--- config.mk ---
export PLATFORM = sky130hd
export DESIGN_NAME = i2c_master_byte_engine_top
export DESIGN_NICKNAME = d
export VERILOG_FILES = /design/src/rtl/i2cmbe_pkg.sv /design/src/rtl/i2c_master_byte_engine_top.sv
export SDC_FILE = /design/constraint.sdc
export NUM_CORES = 1
export LEC_CHECK = 0
export BUFFER_PORTS_ARGS = -buffer_cell sky130_fd_sc_hd__buf_4
export CAP_MARGIN = 25
export CORE_MARGIN = 1
export CORE_UTILIZATION = 30
export DETAILED_ROUTE_END_ITERATION = 8
export PLACE_DENSITY = 0.47
export SLEW_MARGIN = 20
export SYNTH_ARGS = -nofsm -noshare
export SYNTH_HDL_FRONTEND = slang
export SYNTH_SLANG_ARGS = --single-unit
export TNS_END_PERCENT = 20
--- constraint.sdc ---
create_clock -name clock -period 4.2 [get_ports clock]
set_input_delay 0.84 -clock clock [delete_from_list [all_inputs] [get_ports clock]]
set_output_delay 0.84 -clock clock [all_outputs]
set_load 0.02 [all_outputs]
--- src/rtl/i2cmbe_pkg.sv ---
// shared types, codes and helpers for the i2c master byte engine
`timescale 1ns / 1ps

package i2cmbe_pkg;

   // width of the bus delay counter
   localparam int DELAY_COUNT_BITS = 16;
   localparam int DELAY_REG_BITS   = 16;
   localparam logic [31:0] DELAY_TOP = 32'((64'd1 << DELAY_COUNT_BITS) - 64'd1);

   // command codes carried by the kind field
   typedef enum logic [2:0] {
      KIND_TICK       = 3'd0,
      KIND_START      = 3'd1,
      KIND_STOP       = 3'd2,
      KIND_WRITE      = 3'd3,
      KIND_ADDR_WRITE = 3'd4,
      KIND_READ       = 3'd5
   } kind_type;

   // bus sequencer phases
   typedef enum logic [4:0] {
      PH_IDLE    = 5'd0,
      PH_ST_A    = 5'd1,
      PH_ST_B    = 5'd2,
      PH_SP_A    = 5'd3,
      PH_SP_B    = 5'd4,
      PH_WB_LOW  = 5'd5,
      PH_WB_HIGH = 5'd6,
      PH_WA1     = 5'd7,
      PH_WA2     = 5'd8,
      PH_RD_LOW  = 5'd9,
      PH_RD_HIGH = 5'd10,
      PH_RA1     = 5'd11,
      PH_RA2     = 5'd12
   } phase_type;

   // one result word
   typedef struct packed {
      logic       scl;
      logic       sda_out;
      logic       busy_res;
      logic       done_res;
      logic       acked;
      logic [7:0] read_byte;
      logic       rejected;
   } rsp_word_type;

   // delay reload value: zero counts as one, saturate to the counter range
   function automatic logic [DELAY_COUNT_BITS-1:0] delay_load(
      input logic [DELAY_REG_BITS-1:0] delay);
      logic [31:0] d;
      d = 32'(delay);
      if (d == 32'd0) begin
         d = 32'd1;
      end
      if (d > DELAY_TOP) begin
         d = DELAY_TOP;
      end
      return d[DELAY_COUNT_BITS-1:0];
   endfunction

endpackage

--- src/rtl/i2c_master_byte_engine_top.sv ---
// i2c master byte engine: command/tick sequencer with registered result words
// each accepted request word gives a registered result word; one request word per cycle
// while req_ready is high; the state register update is the only loop
// a result register plus a skid register; req_ready drops only while the skid register
// holds a word, from the cycle after an accept to a stalled output until rsp_ready drains it
// reset (synchronous, active high): bus idle with scl and sda released, delay of 4 ticks,
// no result words pending
`timescale 1ns / 1ps

module i2c_master_byte_engine_top (
   input  logic                               clock,
   input  logic                               reset,
   input  logic                               req_valid,
   output logic                               req_ready,
   input  logic [2:0]                         req_kind,
   input  logic [7:0]                         req_data_byte,
   input  logic                               req_sda_in,
   output logic                               rsp_valid,
   input  logic                               rsp_ready,
   output logic                               rsp_scl,
   output logic                               rsp_sda_out,
   output logic                               rsp_busy_res,
   output logic                               rsp_done_res,
   output logic                               rsp_acked,
   output logic [7:0]                         rsp_read_byte,
   output logic                               rsp_rejected,
   input  logic                               csr_wr_en,
   input  logic [i2cmbe_pkg::DELAY_REG_BITS-1:0] csr_wr_data
);
   import i2cmbe_pkg::*;

   // architectural state
   logic [DELAY_REG_BITS-1:0]   delay_ff;
   phase_type                   phase_ff, phase_in;
   kind_type                    cmd_ff, cmd_in;
   logic [3:0]                  bit_index_ff, bit_index_in;
   logic [7:0]                  shift_ff, shift_in;
   logic [DELAY_COUNT_BITS-1:0] wait_ff, wait_in;
   logic                        scl_ff, scl_in;
   logic                        sda_ff, sda_in;
   logic                        ack_ff, ack_in;
   logic [7:0]                  read_hold_ff, read_hold_in;

   // output stage
   logic         out_valid_ff, skid_valid_ff;
   rsp_word_type out_word_ff, skid_word_ff;
   rsp_word_type new_word;

   logic     accept;
   logic     done;
   logic     rej;
   kind_type kind;

   assign req_ready = !skid_valid_ff;
   assign accept    = req_valid && req_ready;
   assign kind      = kind_type'(req_kind);

   // next state for one word
   always_comb begin
      logic [DELAY_COUNT_BITS-1:0] wc;
      logic [2:0]                  nxt_idx;
      phase_in     = phase_ff;
      cmd_in       = cmd_ff;
      bit_index_in = bit_index_ff;
      shift_in     = shift_ff;
      wait_in      = wait_ff;
      scl_in       = scl_ff;
      sda_in       = sda_ff;
      ack_in       = ack_ff;
      read_hold_in = read_hold_ff;
      done         = 1'b0;
      rej          = 1'b0;
      wc           = '0;
      nxt_idx      = bit_index_ff[2:0] + 3'd1;

      unique case (kind)
         KIND_TICK: begin
            if (phase_ff != PH_IDLE) begin
               wc      = (wait_ff != '0) ? wait_ff - 1'b1 : '0;
               wait_in = wc;
               if (wc == '0) begin
                  // end of one delay
                  unique case (phase_ff)
                     PH_ST_A: begin
                        sda_in   = 1'b0;
                        phase_in = PH_ST_B;
                     end
                     PH_ST_B: begin
                        scl_in = 1'b0;
                        done   = 1'b1;
                     end
                     PH_SP_A: begin
                        sda_in   = 1'b1;
                        phase_in = PH_SP_B;
                     end
                     PH_SP_B: begin
                        scl_in = 1'b1;
                        done   = 1'b1;
                     end
                     PH_WB_LOW: begin
                        scl_in   = 1'b1;
                        phase_in = PH_WB_HIGH;
                     end
                     PH_WB_HIGH: begin
                        scl_in = 1'b0;
                        if (bit_index_ff < 4'd7) begin
                           bit_index_in = bit_index_ff + 4'd1;
                           sda_in       = shift_ff[~nxt_idx];
                           phase_in     = PH_WB_LOW;
                        end else begin
                           sda_in   = 1'b1;
                           phase_in = PH_WA1;
                        end
                     end
                     PH_WA1: begin
                        scl_in   = 1'b1;
                        phase_in = PH_WA2;
                     end
                     PH_WA2: begin
                        if (req_sda_in) begin
                           ack_in = 1'b0;
                           // address write sends its own stop on nack
                           if (cmd_ff == KIND_ADDR_WRITE) begin
                              scl_in   = 1'b0;
                              sda_in   = 1'b0;
                              phase_in = PH_SP_A;
                           end else begin
                              done = 1'b1;
                           end
                        end else begin
                           ack_in = 1'b1;
                           scl_in = 1'b0;
                           done   = 1'b1;
                        end
                     end
                     PH_RD_LOW: begin
                        scl_in                       = 1'b1;
                        shift_in[~bit_index_ff[2:0]] = req_sda_in;
                        phase_in                     = PH_RD_HIGH;
                     end
                     PH_RD_HIGH: begin
                        scl_in = 1'b0;
                        if (bit_index_ff < 4'd7) begin
                           bit_index_in = bit_index_ff + 4'd1;
                           phase_in     = PH_RD_LOW;
                        end else begin
                           sda_in   = 1'b0;
                           phase_in = PH_RA1;
                        end
                     end
                     PH_RA1: begin
                        scl_in   = 1'b1;
                        phase_in = PH_RA2;
                     end
                     PH_RA2: begin
                        scl_in       = 1'b0;
                        sda_in       = 1'b1;
                        read_hold_in = shift_ff;
                        done         = 1'b1;
                     end
                     default: begin
                        phase_in = PH_IDLE;
                     end
                  endcase
                  if (done) begin
                     phase_in = PH_IDLE;
                  end else begin
                     wait_in = delay_load(delay_ff);
                  end
               end
            end
         end
         KIND_START, KIND_STOP, KIND_WRITE, KIND_ADDR_WRITE, KIND_READ: begin
            if (phase_ff != PH_IDLE) begin
               rej = 1'b1;
            end else begin
               cmd_in       = kind;
               bit_index_in = 4'd0;
               wait_in      = delay_load(delay_ff);
               unique case (kind)
                  KIND_START: begin
                     sda_in   = 1'b1;
                     scl_in   = 1'b1;
                     phase_in = PH_ST_A;
                  end
                  KIND_STOP: begin
                     scl_in   = 1'b0;
                     sda_in   = 1'b0;
                     phase_in = PH_SP_A;
                  end
                  KIND_WRITE, KIND_ADDR_WRITE: begin
                     shift_in = req_data_byte;
                     scl_in   = 1'b0;
                     sda_in   = req_data_byte[7];
                     phase_in = PH_WB_LOW;
                  end
                  default: begin
                     shift_in = 8'd0;
                     phase_in = PH_RD_LOW;
                  end
               endcase
            end
         end
         default: begin
            // unused kinds leave everything as it is
         end
      endcase
   end

   // result word for this request
   always_comb begin
      new_word.scl       = scl_in;
      new_word.sda_out   = sda_in;
      new_word.busy_res  = (phase_in != PH_IDLE);
      new_word.done_res  = done;
      new_word.acked     = ack_in;
      new_word.read_byte = read_hold_in;
      new_word.rejected  = rej;
   end

   // delay register
   always_ff @(posedge clock) begin
      if (reset) begin
         delay_ff <= DELAY_REG_BITS'(4);
      end else if (csr_wr_en) begin
         delay_ff <= csr_wr_data;
      end
   end

   // state register
   always_ff @(posedge clock) begin
      if (reset) begin
         phase_ff     <= PH_IDLE;
         cmd_ff       <= KIND_TICK;
         bit_index_ff <= 4'd0;
         shift_ff     <= 8'd0;
         wait_ff      <= '0;
         scl_ff       <= 1'b1;
         sda_ff       <= 1'b1;
         ack_ff       <= 1'b0;
         read_hold_ff <= 8'd0;
      end else if (accept) begin
         phase_ff     <= phase_in;
         cmd_ff       <= cmd_in;
         bit_index_ff <= bit_index_in;
         shift_ff     <= shift_in;
         wait_ff      <= wait_in;
         scl_ff       <= scl_in;
         sda_ff       <= sda_in;
         ack_ff       <= ack_in;
         read_hold_ff <= read_hold_in;
      end
   end

   // output register and skid register
   always_ff @(posedge clock) begin
      if (reset) begin
         out_valid_ff  <= 1'b0;
         skid_valid_ff <= 1'b0;
      end else if (!out_valid_ff || rsp_ready) begin
         if (skid_valid_ff) begin
            out_valid_ff  <= 1'b1;
            skid_valid_ff <= 1'b0;
         end else begin
            out_valid_ff <= accept;
         end
      end else if (accept) begin
         skid_valid_ff <= 1'b1;
      end
   end

   always_ff @(posedge clock) begin
      if (!out_valid_ff || rsp_ready) begin
         out_word_ff <= skid_valid_ff ? skid_word_ff : new_word;
      end
      if (out_valid_ff && !rsp_ready && accept) begin
         skid_word_ff <= new_word;
      end
   end

   assign rsp_valid     = out_valid_ff;
   assign rsp_scl       = out_word_ff.scl;
   assign rsp_sda_out   = out_word_ff.sda_out;
   assign rsp_busy_res  = out_word_ff.busy_res;
   assign rsp_done_res  = out_word_ff.done_res;
   assign rsp_acked     = out_word_ff.acked;
   assign rsp_read_byte = out_word_ff.read_byte;
   assign rsp_rejected  = out_word_ff.rejected;

endmodule

**Word-level counts from Yosys, hierarchy flattened**

Index checks and enable logic that the tools add are counted.

- Bits of input ports: 33
- Flip-flop bits (word level): 93

- Equal/unequal tests: 25
- Add/subtract/negate cells: 3
- Bitwise logic cells: 3
- Reductions and logical operators: 29
- Magnitude comparators: 6
- Muxes and demuxes: 83

Operators by type and width:

| kind | number |
|---|---|
| two-way mux 32 bit | 6 |
| two-way mux 16 bit | 8 |
| > comparator 32 x 16 -> 1 bit (second input constant) | 2 |
| two-way mux 8 bit | 8 |
| case mux 5 bit (10 select lines) | 1 |
| zero test 16 bit | 2 |
| case mux 16 bit (2 select lines) | 1 |
| case mux 8 bit (2 select lines) | 2 |
| two-way mux 1 bit | 30 |
| two-way mux 5 bit | 6 |
| == test 5 x 4 -> 1 bit (second input constant) | 5 |
| == test 5 x 3 -> 1 bit (second input constant) | 4 |
| two-way mux 4 bit | 5 |
| nonzero test 16 bit | 1 |
| subtractor 16 x 1 -> 16 bit (second input constant) | 1 |
| two-way mux 14 bit | 1 |
| AND reduction 7 bit | 2 |
| != test 2 bit (second input constant) | 6 |
| case mux 4 bit (3 select lines) | 1 |
| == test 5 x 2 -> 1 bit (second input constant) | 2 |
| case mux 5 bit (2 select lines) | 1 |
| nonzero test 5 bit | 2 |
| OR reduction 2 bit | 5 |
| OR reduction 5 bit | 2 |
| 29 further kinds | 45 |

**Longest topological paths before layout**

- Depth after elaboration: 17
- Gate-level depth with buffers: 13

**Worst setup path before layout**

OpenSTA, ideal clock, no wires.

- Path kind: reg-to-reg
- Start point: reg wait_ff[2]
- End point: reg out_word_ff, in the netlist rsp_sda_out, data pin
- Data arrival time: 2.777 ns
- Cell stages (with the launch flop): 11
- Path slack: 1.135 ns
- Buffers on the path: 1
- Required time: 3.912 ns
- Path through: dfxtp_1 -> nor4_2 -> nand4_2 -> xnor2_1 -> or4_4 -> o31a_1 -> or3_1 -> buf_2 -> o31a_1 -> o21ai_1 -> a31oi_1

- Longest elaborated chain between the ends: 7
- Elaborated cells between the ends (all ways): 8

RTL lines:

| item | line | text |
|---|---|---|
| start, declared | i2c_master_byte_engine_top.sv:38 | `logic [DELAY_COUNT_BITS-1:0] wait_ff, wait_in;` |
| start signal, assigned | i2c_master_byte_engine_top.sv:247 | `wait_ff <= wait_in;` |
| subtractor 16 x 1 -> 16 bit / nonzero test 16 bit (equally long branches) | i2c_master_byte_engine_top.sv:79 | `wc = (wait_ff != '0) ? wait_ff - 1'b1 : '0;` |
| two-way mux 16 bit (*) | i2c_master_byte_engine_top.sv:79 |  |
| zero test 16 bit (*) | i2c_master_byte_engine_top.sv:81 | `if (wc == '0) begin` |
| two-way mux 1 bit (*) | i2c_master_byte_engine_top.sv:81 |  |
| two-way mux 1 bit (*) | i2c_master_byte_engine_top.sv:78 | `if (phase_ff != PH_IDLE) begin` |
| case mux 1 bit (2 select lines) (*) | i2c_master_byte_engine_top.sv:76 | `unique case (kind)` |
| two-way mux 14 bit (*) | i2c_master_byte_engine_top.sv:274 | `out_word_ff <= skid_valid_ff ? skid_word_ff : new_word;` |
| end signal, assigned | i2c_master_byte_engine_top.sv:274 |  |
| end, declared | i2c_master_byte_engine_top.sv:46 | `rsp_word_type out_word_ff, skid_word_ff;` |

Every way passes the cells marked *; elsewhere a longest branch is shown, timed or not.
A chain may end at the register's enable or synchronous reset.

==> run_results.csv <==
group,metric,value,unit
cts,cts_resized,0,
sta,clock_skew,13.42,ps
placed_design,dpl.hpwl,10.20,mm
yosys,ys_types,72,
power_and_ir_drop,ir_worst_vdd,242.9,uV
placed_design,gp_congestion,0.8475,
die,die_h,133.2,um
sta,slew_viol_final,0,
yosys,syn_area,5161,um2
sta,final_hold_viol_count,0,
layout,stdcell_count,837,
outcome,outcome,"finished clean",
yosys,postSynthCellCount,582,
layout,fillerInstances,1750,
cts,post-cts-setup-buffer-count,0,
cts,clkTransAtPathRegs,80,ps
sta,setup_viol,0,
detailed_routing,ant_nets,0,
yosys,seq_area_frac_synth,41.50,%
detailed_routing,avgViaCountPerCell,5.398,
critical_path,start_kind,"register",
detailed_routing,wl,14.36,mm
detailed_routing,drtPass1Iterations,5,
power_and_ir_drop,power.leakage,2.203,nW
layout,drive_gt1_share,19.29,%
die,core.rowCount,47,
global_routing,antenna_found_initial,0,
sta,tightestPinTransition,809.7,ps
layout,nNetsFinal,647,
global_routing,grt_pass1_wl,23.63,mm
detailed_routing,detail_route.wl_per_cell,17.15,um
critical_path,cp_data_arrival_time,3620,ps
cts,cts_htree_levels,3,
cts,clk_latency,360,ps
layout,multi_input_area,2814,um2
yosys,synth-edff-count,28,
layout,antenna_cells,0,
die,io_pins,49,
critical_path,crit_path_end_kind,"register",
yosys,async_flop_share,0,%
yosys,avgSynthCellArea,8.868,um2
critical_path,crit_required,4310,ps
job,cap_violations,0,
global_routing,track_usage,17.04,%
global_routing,grt_overflow_total,0,
cts,cts_tree,"yes",
placed_design,port-buffer-count,48,
die,start_util,30.90,%
yosys,synth_seq_cells,93,
detailed_routing,drt_iter0_markers,353,
die,core_area,16700,um2
sta,tns,0,ps
cts,cts-hold-fix-buffers,0,
cts,cts.sink_count,93,
layout,seq_area,2142,um2
yosys,syn_nets,617,
sta,slew_headroom,46.02,%
layout,area_growth,16.73,%
global_routing,grt_pass1_vias,4354,
power_and_ir_drop,cellPowerDensity,413.6,nW/um2
sta,finalCritPeriodShare,83.49,%
critical_path,worstPathMaxFanout,11,
sta,holdWs,469.0,ps
hold_path,hp-class,"register to register",
detailed_routing,route.detailed.drc,0,
critical_path,crit_type,"register to register",
placed_design,dp.cells,821,
yosys,synth_flop_cell,"dfxtp_1",
detailed_routing,num_vias,4518,
sta,grt_setup_unrepaired,"no",
global_routing,grt_max_degree,67,
yosys,yosys_warnings,0,
die,fp.dieW,133.2,um
sta,period_needed,3507,ps
die,dieArea,17730,um2
sta,max_freq,285.2,MHz
cts,cts-root-buf,"clkbuf_16",
cts,numCtsBuffers,9,
cts,cts.path.max_buffers,2,
-- kinds of logic after synthesis --
kind of cell,Yosys count,share of synthesized area [%]
fa+ha+maj,2,0.4848
compound gates,155,19.68
buf+inv,52,3.976
simple gates,219,21.70
mux,53,11.30
flops,93,41.50
xor+xnor,8,1.358
-- where the power goes --
part	switching [mW]	internal, mW	total, mW	leakage [nW]
Combinational	0.357	0.231	0.589	1.25
Sequential	0.0552	0.979	1.03	0.803
Clock	0.393	0.476	0.869	0.151
-- state kept, by name, summed over array words and instances, names as in the netlist, 3 cells and up --
signal and count:
phase_ff 5, cmd_ff 3, skid_word_ff 14, bit_index_ff 4
rsp_read_byte 8, read_hold_ff 8, shift_ff 8, wait_ff 16
delay_ff 16
-- cell usage in the layout, fill, tap and decap left out, types with 4 or more instances in the layout --
| cell type | n |
|---|---|
| a21oi_1 | 45 |
| o21ai_1 | 5 |
| or2_2 | 4 |
| nor2b_1 | 7 |
| a221oi_1 | 5 |
| nor3_1 | 14 |
| nand3_1 | 15 |
| xnor2_1 | 7 |
| a211o_1 | 4 |
| mux2_2 | 21 |
| o21ai_0 | 39 |
| o31ai_1 | 9 |
| a311oi_1 | 10 |
| clkbuf_16 | 9 |
| a31oi_1 | 4 |
| nand2_1 | 43 |
| inv_1 | 15 |
| nand2b_1 | 7 |
| edfxtp_1 | 28 |
| or3_1 | 5 |
| nor2_1 | 79 |
| buf_4 | 56 |
| dfxtp_1 | 65 |
| mux2i_1 | 29 |
| a221o_1 | 4 |
| nor4_1 | 12 |
-- layer usage --
layer	global-route usage, %	vias to the layer above	part of all wire [%]	routed length [um]
met5	0	-	0	0
met4	6.061	0	2.2	320
met3	4.338	25	3.9	555
met2	27.05	95	46	6660
met1	22.39	2180	48	6821
li1	-	2218	-	-
-- final cells by class --
type / instances / area share [%]
multi-input cells: 437 / 46.71
flip-flops and latches: 93 / 35.56
repair buffers: 56 / 6.978
well taps: 220 / 4.569
clock buffers: 9 / 3.738
clock inverters: 7 / 1.516
inverters: 15 / 0.9346
-- path summary, 6_finish.rpt --
path,cells past startpoint,slack [ps],start,to
hold reg to reg,2,470,bit_index_ff[3],bit_index_ff[3]
setup / recovery,10,690,wait_ff[0],rsp_busy_res
hold / removal,2,470,bit_index_ff[3],bit_index_ff[3]
setup reg to reg,10,690,wait_ff[0],rsp_busy_res
-- per-stage QoR --
step	worst slack (ps)	total power [mW]	cell area [um2]	utilization, %
after global routing	419.2	2.624	6025	36.07
after CTS	721.2	2.523	6025	36.07
after global placement	776.6	1.639	5708	34.18
after floorplan	1135	1.467	5161	-
after detailed placement	743.4	1.640	5708	34.18
final	693.5	2.492	6025	36.07
-- synthesized netlist by cell type (3+ instances only) --
master | n | area [um2]
nor2_1 | 79 | 296.5
dfxtp_1 | 65 | 1301
a21oi_1 | 45 | 225.2
nand2_1 | 43 | 161.4
o21ai_0 | 40 | 200.2
clkbuf_1 | 31 | 116.4
mux2i_1 | 29 | 290.3
edfxtp_1 | 28 | 840.8
mux2_2 | 21 | 236.5
inv_1 | 15 | 56.30
nand3_1 | 15 | 75.07
nor3_1 | 14 | 70.07
nor4_1 | 12 | 75.07
a311oi_1 | 10 | 87.58
o31ai_1 | 9 | 67.56
nand2b_1 | 7 | 43.79
nor2b_1 | 7 | 43.79
xnor2_1 | 7 | 61.31
a221oi_1 | 5 | 43.79
or3_1 | 5 | 31.28
a211o_1 | 4 | 35.03
a221o_1 | 4 | 40.04
a31oi_1 | 4 | 25.02
o21ai_1 | 4 | 20.02
or2_2 | 4 | 25.02
a211oi_1 | 3 | 22.52
and3b_1 | 3 | 26.28
nand3b_1 | 3 | 22.52
nand4b_1 | 3 | 26.28
nor3b_1 | 3 | 22.52
o22ai_1 | 3 | 18.77
-- critical path, stage by stage (launching register included) --
cell and delay, ps:
dfxtp_1 360, inv_1 100, ha_1 390, nand4_2 180, xnor2_1 160, or4_4 450, o31a_1 360, nor4_1 600
o21ai_1 110, nand4b_1 240, mux2_2 290
No activity file was read; power rests on OpenSTA's default activity.
